[src/rtl/core/assert_macros.svh]
// ----------------------------------------------------------------------------
// assert_macros.svh
// Short forms for the concurrent assertions used in the RTL.
// ----------------------------------------------------------------------------
`ifndef ASSERT_MACROS_SVH
`define ASSERT_MACROS_SVH

// Same-cycle implication, disabled while reset is low.
`define BCR_ASSERT_IMP(label, clk, rst_n, ante, cons) \
    label: assert property (@(posedge clk) disable iff (!(rst_n)) (ante) |-> (cons)) \
        else $error("assertion failed");

// Next-cycle implication, disabled while reset is low.
`define BCR_ASSERT_NXT(label, clk, rst_n, ante, cons) \
    label: assert property (@(posedge clk) disable iff (!(rst_n)) (ante) |=> (cons)) \
        else $error("assertion failed");

`endif

[src/rtl/core/bcr_pkg.sv]
// ----------------------------------------------------------------------------
// bcr_pkg
// Types, codes and constants of the circle rasterizer.
// ----------------------------------------------------------------------------
`default_nettype none

package bcr_pkg;

    localparam int COORD_W  = 10;
    localparam int CENTER_W = 11;
    localparam int PIX_W    = 12;
    localparam int DEC_W    = 14;
    localparam int CANVAS_W = 11;
    localparam int RAD_W    = 12;   // bits tried by the radius search
    localparam int MUL_W    = 24;   // shared multiplier operand width
    localparam int CFG_IDX_W = 2;

    localparam logic [CANVAS_W-1:0] CANVAS_RESET = 11'd500;
    localparam logic [DEC_W-1:0]    DEC_INIT     = 14'd3;
    localparam logic [DEC_W-1:0]    DEC_STEP_X   = 14'd6;
    localparam logic [DEC_W-1:0]    DEC_STEP_XY  = 14'd10;

    // configuration register indexes
    localparam logic [CFG_IDX_W-1:0] CFG_CANVAS_WIDTH  = 2'd0;
    localparam logic [CFG_IDX_W-1:0] CFG_CANVAS_HEIGHT = 2'd1;

    // func codes
    localparam logic FUNC_START = 1'b0;
    localparam logic FUNC_STEP  = 1'b1;

    typedef struct packed {
        logic                func;
        logic [COORD_W-1:0]  corner_x;
        logic [COORD_W-1:0]  corner_y;
        logic [COORD_W-1:0]  box_width;
        logic [COORD_W-1:0]  box_height;
    } t_in_word;

    typedef struct packed {
        logic signed [PIX_W-1:0] pixel_x;
        logic signed [PIX_W-1:0] pixel_y;
        logic                    on_canvas;
        logic                    last;
        logic                    done_res;
    } t_out_word;

    typedef struct packed {
        logic             done;
        logic [RAD_W-1:0] radius;
    } t_rad_res;

    typedef enum logic [1:0] {
        ST_IDLE,
        ST_RADIUS,
        ST_EMIT
    } t_top_state;

    typedef enum logic [2:0] {
        RS_IDLE,
        RS_WW,
        RS_HH,
        RS_WH,
        RS_PP,
        RS_SQ,
        RS_PRD,
        RS_CMP
    } t_rad_state;

endpackage

`default_nettype wire

[src/rtl/core/bresenham_circle_rasterizer.sv]
// ----------------------------------------------------------------------------
// bresenham_circle_rasterizer
// Midpoint circle rasterizer: start words set up a circle in a box, step
// words advance it by one octant point, each run gives eight pixel words.
// ----------------------------------------------------------------------------
// A start word (func 0) takes the box corner and size, sets the center to
// corner plus half size and finds the inscribed radius; it then sends the
// eight mirror pixels of (0, r). A step word (func 1) runs one decision
// update and sends the eight mirror pixels of the new point; a step with no
// circle in progress sends nothing. Every pixel is flagged against the
// canvas size registers; last marks the eighth word of a run and done_res
// marks every word of the final run (a zero radius makes the start run
// final). Pixel words go out one per cycle through the output register, held
// while the output stalls. A start first runs the radius search on one
// shared 24x24 multiplier (four setup products, then the square, product and
// compare states for each radius bit over 12 bits), then hands the radius
// over and sends the 8 pixel words. A zero box stops the search after the
// four setup products. Input stall stays high from accept until the last
// pixel word is loaded into the output register.
// ----------------------------------------------------------------------------
`default_nettype none

module bresenham_circle_rasterizer (
    input  wire                            i_clk,
    input  wire                            i_rst_n,
    // input channel
    input  wire                            i_valid,
    input  wire  bcr_pkg::t_in_word        i_word,
    output logic                           o_stall,
    // output channel
    output logic                           o_valid,
    output bcr_pkg::t_out_word             o_word,
    input  wire                            i_stall,
    // configuration
    input  wire                            i_cfg_we,
    input  wire  [bcr_pkg::CFG_IDX_W-1:0]  i_cfg_idx,
    input  wire  [bcr_pkg::CANVAS_W-1:0]   i_cfg_data
);

    `include "assert_macros.svh"

    bcr_pkg::t_top_state r_state, n_state;

    // canvas registers
    logic [bcr_pkg::CANVAS_W-1:0] r_cw, r_ch;

    // circle state
    logic [bcr_pkg::CENTER_W-1:0] r_cc, r_cr;
    logic [bcr_pkg::COORD_W-1:0]  r_ox, r_oy;
    logic [bcr_pkg::DEC_W-1:0]    r_dec;
    logic                         r_drawing;
    logic                         r_done;
    // point of the current run, unwrapped
    logic signed [bcr_pkg::PIX_W-1:0] r_ex, r_ey;
    logic [2:0]                   r_k;

    // output register
    logic                         r_ovalid;
    bcr_pkg::t_out_word           r_out;

    logic                         in_acc;
    logic                         acc_start, acc_step;
    logic                         load;
    bcr_pkg::t_rad_res            rad_res;

    // step update
    logic [bcr_pkg::DEC_W-1:0]    x4, y4, n_dec;
    logic signed [bcr_pkg::PIX_W-1:0] n_x, n_y;
    logic                         n_done;

    // pixel build
    logic                         neg_c, neg_r, swap;
    logic signed [12:0]           cx13, cy13, a_c, a_r, px, py;
    logic                         on_c, on_r;
    bcr_pkg::t_out_word           pix;

    assign in_acc    = i_valid && !o_stall;
    assign acc_start = in_acc && (i_word.func == bcr_pkg::FUNC_START);
    assign acc_step  = in_acc && (i_word.func == bcr_pkg::FUNC_STEP) && r_drawing;
    assign load      = (r_state == bcr_pkg::ST_EMIT) && (!r_ovalid || !i_stall);

    bcr_radius u_radius (
        .i_clk   (i_clk),
        .i_rst_n (i_rst_n),
        .i_start (acc_start),
        .i_w     (i_word.box_width),
        .i_h     (i_word.box_height),
        .o_res   (rad_res)
    );

    // ---------------- control ----------------
    always_comb begin
        n_state = r_state;
        o_stall = 1'b1;
        unique case (r_state)
            bcr_pkg::ST_IDLE: begin
                o_stall = 1'b0;
                if (acc_start)     n_state = bcr_pkg::ST_RADIUS;
                else if (acc_step) n_state = bcr_pkg::ST_EMIT;
            end
            bcr_pkg::ST_RADIUS: begin
                if (rad_res.done) n_state = bcr_pkg::ST_EMIT;
            end
            bcr_pkg::ST_EMIT: begin
                if (load && (r_k == 3'd7)) n_state = bcr_pkg::ST_IDLE;
            end
            default: n_state = bcr_pkg::ST_IDLE;
        endcase
    end

    always_ff @(posedge i_clk) begin
        if (!i_rst_n) begin
            r_state <= bcr_pkg::ST_IDLE;
        end else begin
            r_state <= n_state;
        end
    end

    // ---------------- configuration ----------------
    always_ff @(posedge i_clk) begin
        if (!i_rst_n) begin
            r_cw <= bcr_pkg::CANVAS_RESET;
            r_ch <= bcr_pkg::CANVAS_RESET;
        end else if (i_cfg_we) begin
            unique case (i_cfg_idx)
                bcr_pkg::CFG_CANVAS_WIDTH:  r_cw <= i_cfg_data;
                bcr_pkg::CFG_CANVAS_HEIGHT: r_ch <= i_cfg_data;
                default: ;
            endcase
        end
    end

    // ---------------- decision update ----------------
    // d < 0: d += 4x + 6, x++;  else d += 4(x - y) + 10, x++, y--
    assign x4 = {2'b00, r_ox, 2'b00};
    assign y4 = {2'b00, r_oy, 2'b00};
    assign n_dec = r_dec[bcr_pkg::DEC_W-1] ? (r_dec + x4 + bcr_pkg::DEC_STEP_X)
                                           : (r_dec + x4 - y4 + bcr_pkg::DEC_STEP_XY);
    assign n_x = $signed({2'b00, r_ox}) + 12'sd1;
    assign n_y = r_dec[bcr_pkg::DEC_W-1] ? $signed({2'b00, r_oy})
                                         : $signed({2'b00, r_oy}) - 12'sd1;
    assign n_done = n_x > n_y;

    // circle state (reset to zero, idle)
    always_ff @(posedge i_clk) begin
        if (!i_rst_n) begin
            r_cc      <= '0;
            r_cr      <= '0;
            r_ox      <= '0;
            r_oy      <= '0;
            r_dec     <= '0;
            r_drawing <= 1'b0;
            r_done    <= 1'b0;
            r_ex      <= '0;
            r_ey      <= '0;
            r_k       <= '0;
        end else begin
            if (acc_start) begin
                r_cc <= {1'b0, i_word.corner_x} + {2'b00, i_word.box_width[9:1]};
                r_cr <= {1'b0, i_word.corner_y} + {2'b00, i_word.box_height[9:1]};
            end
            if ((r_state == bcr_pkg::ST_RADIUS) && rad_res.done) begin
                r_ox      <= '0;
                r_oy      <= rad_res.radius[bcr_pkg::COORD_W-1:0];
                r_dec     <= bcr_pkg::DEC_INIT -
                             {1'b0, rad_res.radius, 1'b0};
                r_drawing <= (rad_res.radius != '0);
                r_done    <= (rad_res.radius == '0);
                r_ex      <= '0;
                r_ey      <= $signed({2'b00, rad_res.radius[bcr_pkg::COORD_W-1:0]});
                r_k       <= '0;
            end else if (acc_step) begin
                r_ox      <= n_x[bcr_pkg::COORD_W-1:0];
                r_oy      <= n_y[bcr_pkg::COORD_W-1:0];
                r_dec     <= n_dec;
                r_drawing <= !n_done;
                r_done    <= n_done;
                r_ex      <= n_x;
                r_ey      <= n_y;
                r_k       <= '0;
            end else if (load) begin
                r_k <= r_k + 3'd1;
            end
        end
    end

    // ---------------- pixel build ----------------
    // run order: (+x,+y) (-x,+y) (+x,-y) (-x,-y) (+y,+x) (+y,-x) (-y,+x) (-y,-x)
    always_comb begin
        neg_c = 1'b0;
        neg_r = 1'b0;
        swap  = 1'b0;
        case (r_k)
            3'd0: begin neg_c = 1'b0; neg_r = 1'b0; swap = 1'b0; end
            3'd1: begin neg_c = 1'b1; neg_r = 1'b0; swap = 1'b0; end
            3'd2: begin neg_c = 1'b0; neg_r = 1'b1; swap = 1'b0; end
            3'd3: begin neg_c = 1'b1; neg_r = 1'b1; swap = 1'b0; end
            3'd4: begin neg_c = 1'b0; neg_r = 1'b0; swap = 1'b1; end
            3'd5: begin neg_c = 1'b0; neg_r = 1'b1; swap = 1'b1; end
            3'd6: begin neg_c = 1'b1; neg_r = 1'b0; swap = 1'b1; end
            default: begin neg_c = 1'b1; neg_r = 1'b1; swap = 1'b1; end
        endcase
    end

    assign cx13 = $signed({2'b00, r_cc});
    assign cy13 = $signed({2'b00, r_cr});
    assign a_c  = swap ? $signed({r_ey[bcr_pkg::PIX_W-1], r_ey})
                       : $signed({r_ex[bcr_pkg::PIX_W-1], r_ex});
    assign a_r  = swap ? $signed({r_ex[bcr_pkg::PIX_W-1], r_ex})
                       : $signed({r_ey[bcr_pkg::PIX_W-1], r_ey});
    assign px   = neg_c ? (cx13 - a_c) : (cx13 + a_c);
    assign py   = neg_r ? (cy13 - a_r) : (cy13 + a_r);
    // on-canvas judged on the unwrapped 13-bit coordinate
    assign on_c = !px[12] && (px[11:0] < {1'b0, r_cw});
    assign on_r = !py[12] && (py[11:0] < {1'b0, r_ch});

    always_comb begin
        pix.pixel_x   = px[bcr_pkg::PIX_W-1:0];
        pix.pixel_y   = py[bcr_pkg::PIX_W-1:0];
        pix.on_canvas = on_c && on_r;
        pix.last      = (r_k == 3'd7);
        pix.done_res  = r_done;
    end

    // ---------------- output register ----------------
    always_ff @(posedge i_clk) begin
        if (!i_rst_n) begin
            r_ovalid <= 1'b0;
        end else if (load) begin
            r_ovalid <= 1'b1;
        end else if (!i_stall) begin
            r_ovalid <= 1'b0;
        end
    end

    always_ff @(posedge i_clk) begin
        if (load) r_out <= pix;
    end

    assign o_valid = r_ovalid;
    assign o_word  = r_out;

    // ---------------- assertions ----------------
    // radius unit reports only while the top level waits for it
    `BCR_ASSERT_IMP(a_rad_done_in_radius, i_clk, i_rst_n,
                    rad_res.done, r_state == bcr_pkg::ST_RADIUS)
    // eighth pixel loaded ends the run
    `BCR_ASSERT_NXT(a_last_ends_run, i_clk, i_rst_n,
                    load && (r_k == 3'd7), r_state == bcr_pkg::ST_IDLE)
    // a circle still in progress never has x past y
    `BCR_ASSERT_IMP(a_drawing_octant, i_clk, i_rst_n,
                    r_drawing && (r_state == bcr_pkg::ST_IDLE), r_ex <= r_ey)

endmodule

`default_nettype wire

[src/rtl/core/bcr_radius.sv]
// ----------------------------------------------------------------------------
// bcr_radius
// Radius search: largest r with 4*r*r*(w*w+h*h) <= (w*h)^2, one bit per
// pass, all products through one shared multiplier.
// ----------------------------------------------------------------------------
`default_nettype none

module bcr_radius (
    input  wire                          i_clk,
    input  wire                          i_rst_n,
    input  wire                          i_start,
    input  wire  [bcr_pkg::COORD_W-1:0]  i_w,
    input  wire  [bcr_pkg::COORD_W-1:0]  i_h,
    output bcr_pkg::t_rad_res            o_res
);

    bcr_pkg::t_rad_state r_state, n_state;

    logic [bcr_pkg::COORD_W-1:0] r_w, r_h;
    logic [2*bcr_pkg::MUL_W-1:0] r_prod;
    logic [20:0]                 r_s;      // w*w + h*h
    logic [39:0]                 r_p2;     // (w*h)^2
    logic [bcr_pkg::RAD_W-1:0]   r_r;
    logic [3:0]                  r_bit;
    logic                        r_done;

    logic [bcr_pkg::MUL_W-1:0]   mul_a, mul_b;
    logic [2*bcr_pkg::MUL_W-1:0] mul_out;
    logic [bcr_pkg::RAD_W-1:0]   cand;
    logic                        fits;
    logic                        p_zero;

    assign cand    = r_r | (bcr_pkg::RAD_W'(1) << r_bit);
    assign mul_out = mul_a * mul_b;
    assign fits    = {r_prod[45:0], 2'b00} <= {8'd0, r_p2};
    assign p_zero  = (r_prod[19:0] == 20'd0);

    always_comb begin
        mul_a = '0;
        mul_b = '0;
        case (r_state)
            bcr_pkg::RS_WW: begin
                mul_a = bcr_pkg::MUL_W'(r_w);
                mul_b = bcr_pkg::MUL_W'(r_w);
            end
            bcr_pkg::RS_HH: begin
                mul_a = bcr_pkg::MUL_W'(r_h);
                mul_b = bcr_pkg::MUL_W'(r_h);
            end
            bcr_pkg::RS_WH: begin
                mul_a = bcr_pkg::MUL_W'(r_w);
                mul_b = bcr_pkg::MUL_W'(r_h);
            end
            bcr_pkg::RS_PP: begin
                mul_a = bcr_pkg::MUL_W'(r_prod[19:0]);
                mul_b = bcr_pkg::MUL_W'(r_prod[19:0]);
            end
            bcr_pkg::RS_SQ: begin
                mul_a = bcr_pkg::MUL_W'(cand);
                mul_b = bcr_pkg::MUL_W'(cand);
            end
            bcr_pkg::RS_PRD: begin
                mul_a = r_prod[bcr_pkg::MUL_W-1:0];
                mul_b = bcr_pkg::MUL_W'(r_s);
            end
            default: begin
                mul_a = '0;
                mul_b = '0;
            end
        endcase
    end

    always_comb begin
        n_state = r_state;
        unique case (r_state)
            bcr_pkg::RS_IDLE: if (i_start) n_state = bcr_pkg::RS_WW;
            bcr_pkg::RS_WW:   n_state = bcr_pkg::RS_HH;
            bcr_pkg::RS_HH:   n_state = bcr_pkg::RS_WH;
            bcr_pkg::RS_WH:   n_state = bcr_pkg::RS_PP;
            bcr_pkg::RS_PP:   n_state = p_zero ? bcr_pkg::RS_IDLE : bcr_pkg::RS_SQ;
            bcr_pkg::RS_SQ:   n_state = bcr_pkg::RS_PRD;
            bcr_pkg::RS_PRD:  n_state = bcr_pkg::RS_CMP;
            bcr_pkg::RS_CMP:  n_state = (r_bit == 4'd0) ? bcr_pkg::RS_IDLE : bcr_pkg::RS_SQ;
            default:          n_state = bcr_pkg::RS_IDLE;
        endcase
    end

    always_ff @(posedge i_clk) begin
        if (!i_rst_n) begin
            r_state <= bcr_pkg::RS_IDLE;
            r_done  <= 1'b0;
        end else begin
            r_state <= n_state;
            r_done  <= ((r_state == bcr_pkg::RS_PP) && p_zero) ||
                       ((r_state == bcr_pkg::RS_CMP) && (r_bit == 4'd0));
        end
    end

    always_ff @(posedge i_clk) begin
        case (r_state)
            bcr_pkg::RS_IDLE: begin
                if (i_start) begin
                    r_w   <= i_w;
                    r_h   <= i_h;
                    r_r   <= '0;
                    r_bit <= 4'(bcr_pkg::RAD_W - 1);
                end
            end
            bcr_pkg::RS_WW: r_prod <= mul_out;
            bcr_pkg::RS_HH: begin
                r_s    <= r_prod[20:0];
                r_prod <= mul_out;
            end
            bcr_pkg::RS_WH: begin
                r_s    <= r_s + r_prod[20:0];
                r_prod <= mul_out;
            end
            bcr_pkg::RS_PP:  r_p2   <= mul_out[39:0];
            bcr_pkg::RS_SQ:  r_prod <= mul_out;
            bcr_pkg::RS_PRD: r_prod <= mul_out;
            bcr_pkg::RS_CMP: begin
                if (fits) r_r <= cand;
                r_bit <= r_bit - 4'd1;
            end
            default: ;
        endcase
    end

    assign o_res.done   = r_done;
    assign o_res.radius = r_r;

endmodule

`default_nettype wire
[config.mk]
export PLATFORM = sky130hd
export DESIGN_NAME = bresenham_circle_rasterizer
export DESIGN_NICKNAME = d
export VERILOG_FILES = /design/src/rtl/core/bcr_pkg.sv /design/src/rtl/core/bresenham_circle_rasterizer.sv /design/src/rtl/core/bcr_radius.sv
export VERILOG_INCLUDE_DIRS = /design/src /design/src/rtl/core
export SDC_FILE = /design/constraint.sdc
export NUM_CORES = 2
export LEC_CHECK = 0
export BUFFER_PORTS_ARGS = -buffer_cell sky130_fd_sc_hd__buf_2
export CORE_MARGIN = 10
export CORE_UTILIZATION = 39
export DETAILED_ROUTE_END_ITERATION = 16
export GPL_TIMING_DRIVEN = 0
export PLACE_DENSITY = 0.54
export SETUP_SLACK_MARGIN = 0.5
export SLEW_MARGIN = 10
export SYNTH_ARGS = -nofsm -noshare
export SYNTH_HDL_FRONTEND = slang
export SYNTH_SLANG_ARGS = --single-unit
[constraint.sdc]
create_clock -name i_clk -period 11.3 [get_ports i_clk]
set_input_delay 1.13 -clock i_clk [delete_from_list [all_inputs] [get_ports i_clk]]
set_output_delay 1.13 -clock i_clk [all_outputs]
set_load 0.02 [all_outputs]
==> flow_summary.ini <==
[status]
status = finished, final reports clean

[sta]
finClkSkew_ps = 39.4
final-max-slew-violation-count = 0
slew_headroom_pct = 9.38
tns_ps = 0
final-hold-violation-count = 0
rsz0062_at_grt = no
layout_min_cycle_time_ps = 10280
setup_viol = 0
tightest_slew_ps = 1360
max_freq_mhz = 97.2
hold_ws_ps = 447
fin_crit_sh_pct = 91.0

[power_and_ir_drop]
p_leak_nw = 16.9
irDropWorstVdd_mv = 0.113
p_per_area_nw_per_um2 = 70.1

[logic_synthesis]
synth-edff-count = 169
ys_types = 91
syn_area_per_cell_um2 = 8.86
synth.ff_latch_count = 260
synthCells = 3739
ys_async_sr_fraction_pct = 0
synthesis.area_um2 = 33100
synth_most_common_cell = inv_1
ys_top_cells_by_count = inv_1, nand2_1, fa_1
synth-seq-area-share_pct = 20.8
netlist.area_leader.share_pct = 25.4
syn-num-nets = 4550
yosys.area.top_type = fa_1
synth_ff_type = edfxtp_1
synth_area_leaders = fa_1, edfxtp_1, ha_1, inv_1, nand2_1
synthesis.yosys.warnings = 0

[global_route]
grt_overflow = 0
grt_pass1_wl_um = 166000
antenna_found_initial = 1
grt_usage_pct = 22.1
grt_max_degree = 26
grt_pass1_vias = 27000

[floorplanning]
die_y_um = 312
initial_core_util_pct = 39.5
rows = 106
coreArea_um2 = 84000
boundaryPins = 88
dieArea_um2 = 97000
dieWidth_um = 312

[drt]
vias = 26400
met3_length_um = 6610
wl_um = 108000
wl_met2_um = 51900
firstDrtPassIters = 5
drtIter0Drc = 1830
highest_layer = met5
drtAntennaViolNets = 0
wl_met1_um = 44300
avgRoutedWirePerCell_um = 21.5
viasPerCell = 5.26
remaining_drc_errors = 0

[critical_path]
max_stage_delay_ps = 590
critical-path-slowest-cell = fa_1
endpoint_kind = flop
r2r-start = u_radius.r_state[2]$_SDFFE_PN0P_
cp.arrival_ps = 10590
startpoint_type = flop
r2r_slack_ps = 1020
setup.worst_path.start = u_radius.r_state[2]$_SDFFE_PN0P_
criticalPathCategory = reg -> reg
cp.required_ps = 11600
crit_top_cell = fa_1
crit_fanout = 10

[clock_tree]
cts_made_buffers = 27
clock_path_buffers = 3
cts_tree = yes
cts_resized = 0
htree_levels = 1
clock-root-buffer = clkbuf_16
post_cts_buffers = 0
cts-hold-fix-buffers = 0
clk_pin_slew_ps = 60
clock_latency_ps = 600
clock_sinks = 260

[place]
dpl.cell_count = 4975
dpl.hpwl_um = 89400
port_buffers = 87
place_congestion = 0.968

[job]
maxCapViolCount = 0

[final_layout]
area_delta_synth_final_pct = 9.03
layout-drive-gt1-share_pct = 5.35
antenna_cells = 0
multiInputGateArea_um2 = 23400
finalCoreUtilization_pct = 43.0
instances_no_fill = 5024
nNetsFinal = 4681
n_fill_cell = 8506
seqCellArea_um2 = 6900

[min_path]
hold_start = r_done$_SDFFE_PN0P_
hold_path.class = reg -> reg
## cell type report
class / instances / share of cell area, %
buffer: 147 / 1.70
multi-input combinational: 2715 / 64.8
inverter: 617 / 6.41
sequential: 260 / 19.1
tap: 1134 / 3.93
timing repair buffer: 102 / 1.74
clock buffer: 37 / 2.00
clock inverter: 12 / 0.357
## where the power goes
group / leakage, nW / total [W] / switching [W] / internal [W]
sequential: 2.34 / 0.00111 / 0.0000557 / 0.00106
clock: 0.407 / 0.000899 / 0.000404 / 0.000495
combinational: 14.1 / 0.000520 / 0.000346 / 0.000173
## stage by stage
stage          area [um2]  setup WS (ps)  total power, W
2_1_floorplan       33100           3100         0.00142
3_3_place_gp        35000            818         0.00163
3_5_place_dp        35300            949         0.00164
4_1_cts             36100            874         0.00255
5_1_grt             36100            521         0.00265
6_report            36100           1020         0.00253
## layer usage
layer	track usage (%)	vias up
li1	-	12400
met1	28.1	13000
met2	37.8	842
met3	3.00	203
met4	8.50	2
met5	0	-
## final timing paths
kind	end	depth (start not counted)
worst min register to register	o_word[0]$_DFFE_PP_	0
worst max register to register	u_radius.r_p2[38]$_DFFE_PN_	31
worst max-delay path	u_radius.r_p2[38]$_DFFE_PN_	31
worst min-delay path	o_word[0]$_DFFE_PP_	0
## flip-flops by register name, summed over array words and instances, names as in the netlist, 2 cells and up
| signal | flops |
|---|---|
| u_radius.r_prod | 45 |
| u_radius.r_p2 | 40 |
| o_word | 27 |
| u_radius.r_s | 21 |
| r_dec | 13 |
| u_radius.r_r | 12 |
| r_cc | 11 |
| r_ch | 11 |
| r_cr | 11 |
| r_cw | 11 |
| r_ey | 11 |
| u_radius.r_h | 10 |
| u_radius.r_w | 10 |
| r_ox | 9 |
| u_radius.r_bit | 4 |
| r_k | 3 |
| u_radius.r_state | 3 |
| r_ex | 2 |
| r_state | 2 |
## cells in the final DEF (no fill, tap or decap), types with 39 or more instances in the layout
| master | Yosys | routed |
|---|---|---|
| nor3_1 | 53 | 52 |
| nor2b_1 | 45 | 44 |
| inv_1 | 615 | 615 |
| a21oi_1 | 153 | 152 |
| ha_1 | 331 | 331 |
| clkbuf_1 | 124 | 128 |
| fa_1 | 421 | 421 |
| a21o_1 | 64 | 64 |
| buf_2 | 8 | 95 |
| edfxtp_1 | 169 | 169 |
| o21ai_0 | 124 | 123 |
| nor2_1 | 372 | 369 |
| xnor2_1 | 114 | 114 |
| nand2_1 | 501 | 501 |
| nand3_1 | 39 | 39 |
| dfxtp_1 | 91 | 91 |
| xor2_1 | 53 | 53 |
## worst max-delay path, delay by kind of cell (launching register included)
kind / cells / cell delay, ps
fa+ha+maj: 8 / 4090
buf+inv: 10 / 2220
compound gates: 8 / 1720
simple gates: 4 / 1440
flops: 1 / 310
xor+xnor: 1 / 180
## cell families (layout without fill, tap and decap cells)
group                    count (synthesis)  count (layout)  share of synthesized area (%)
AO/OA/AOI/OAI                          577             577                           11.3
XOR/XNOR                               167             167                           4.41
adder cells (fa/ha/maj)                752             752                           37.9
buffers and inverters                  764             915                           8.81
flip-flops                             260             260                           20.8
multiplexers                            32              32                           1.02
AND/OR/NAND/NOR                       1187            1187                           15.7
No activity file was read; power rests on OpenSTA's default activity.
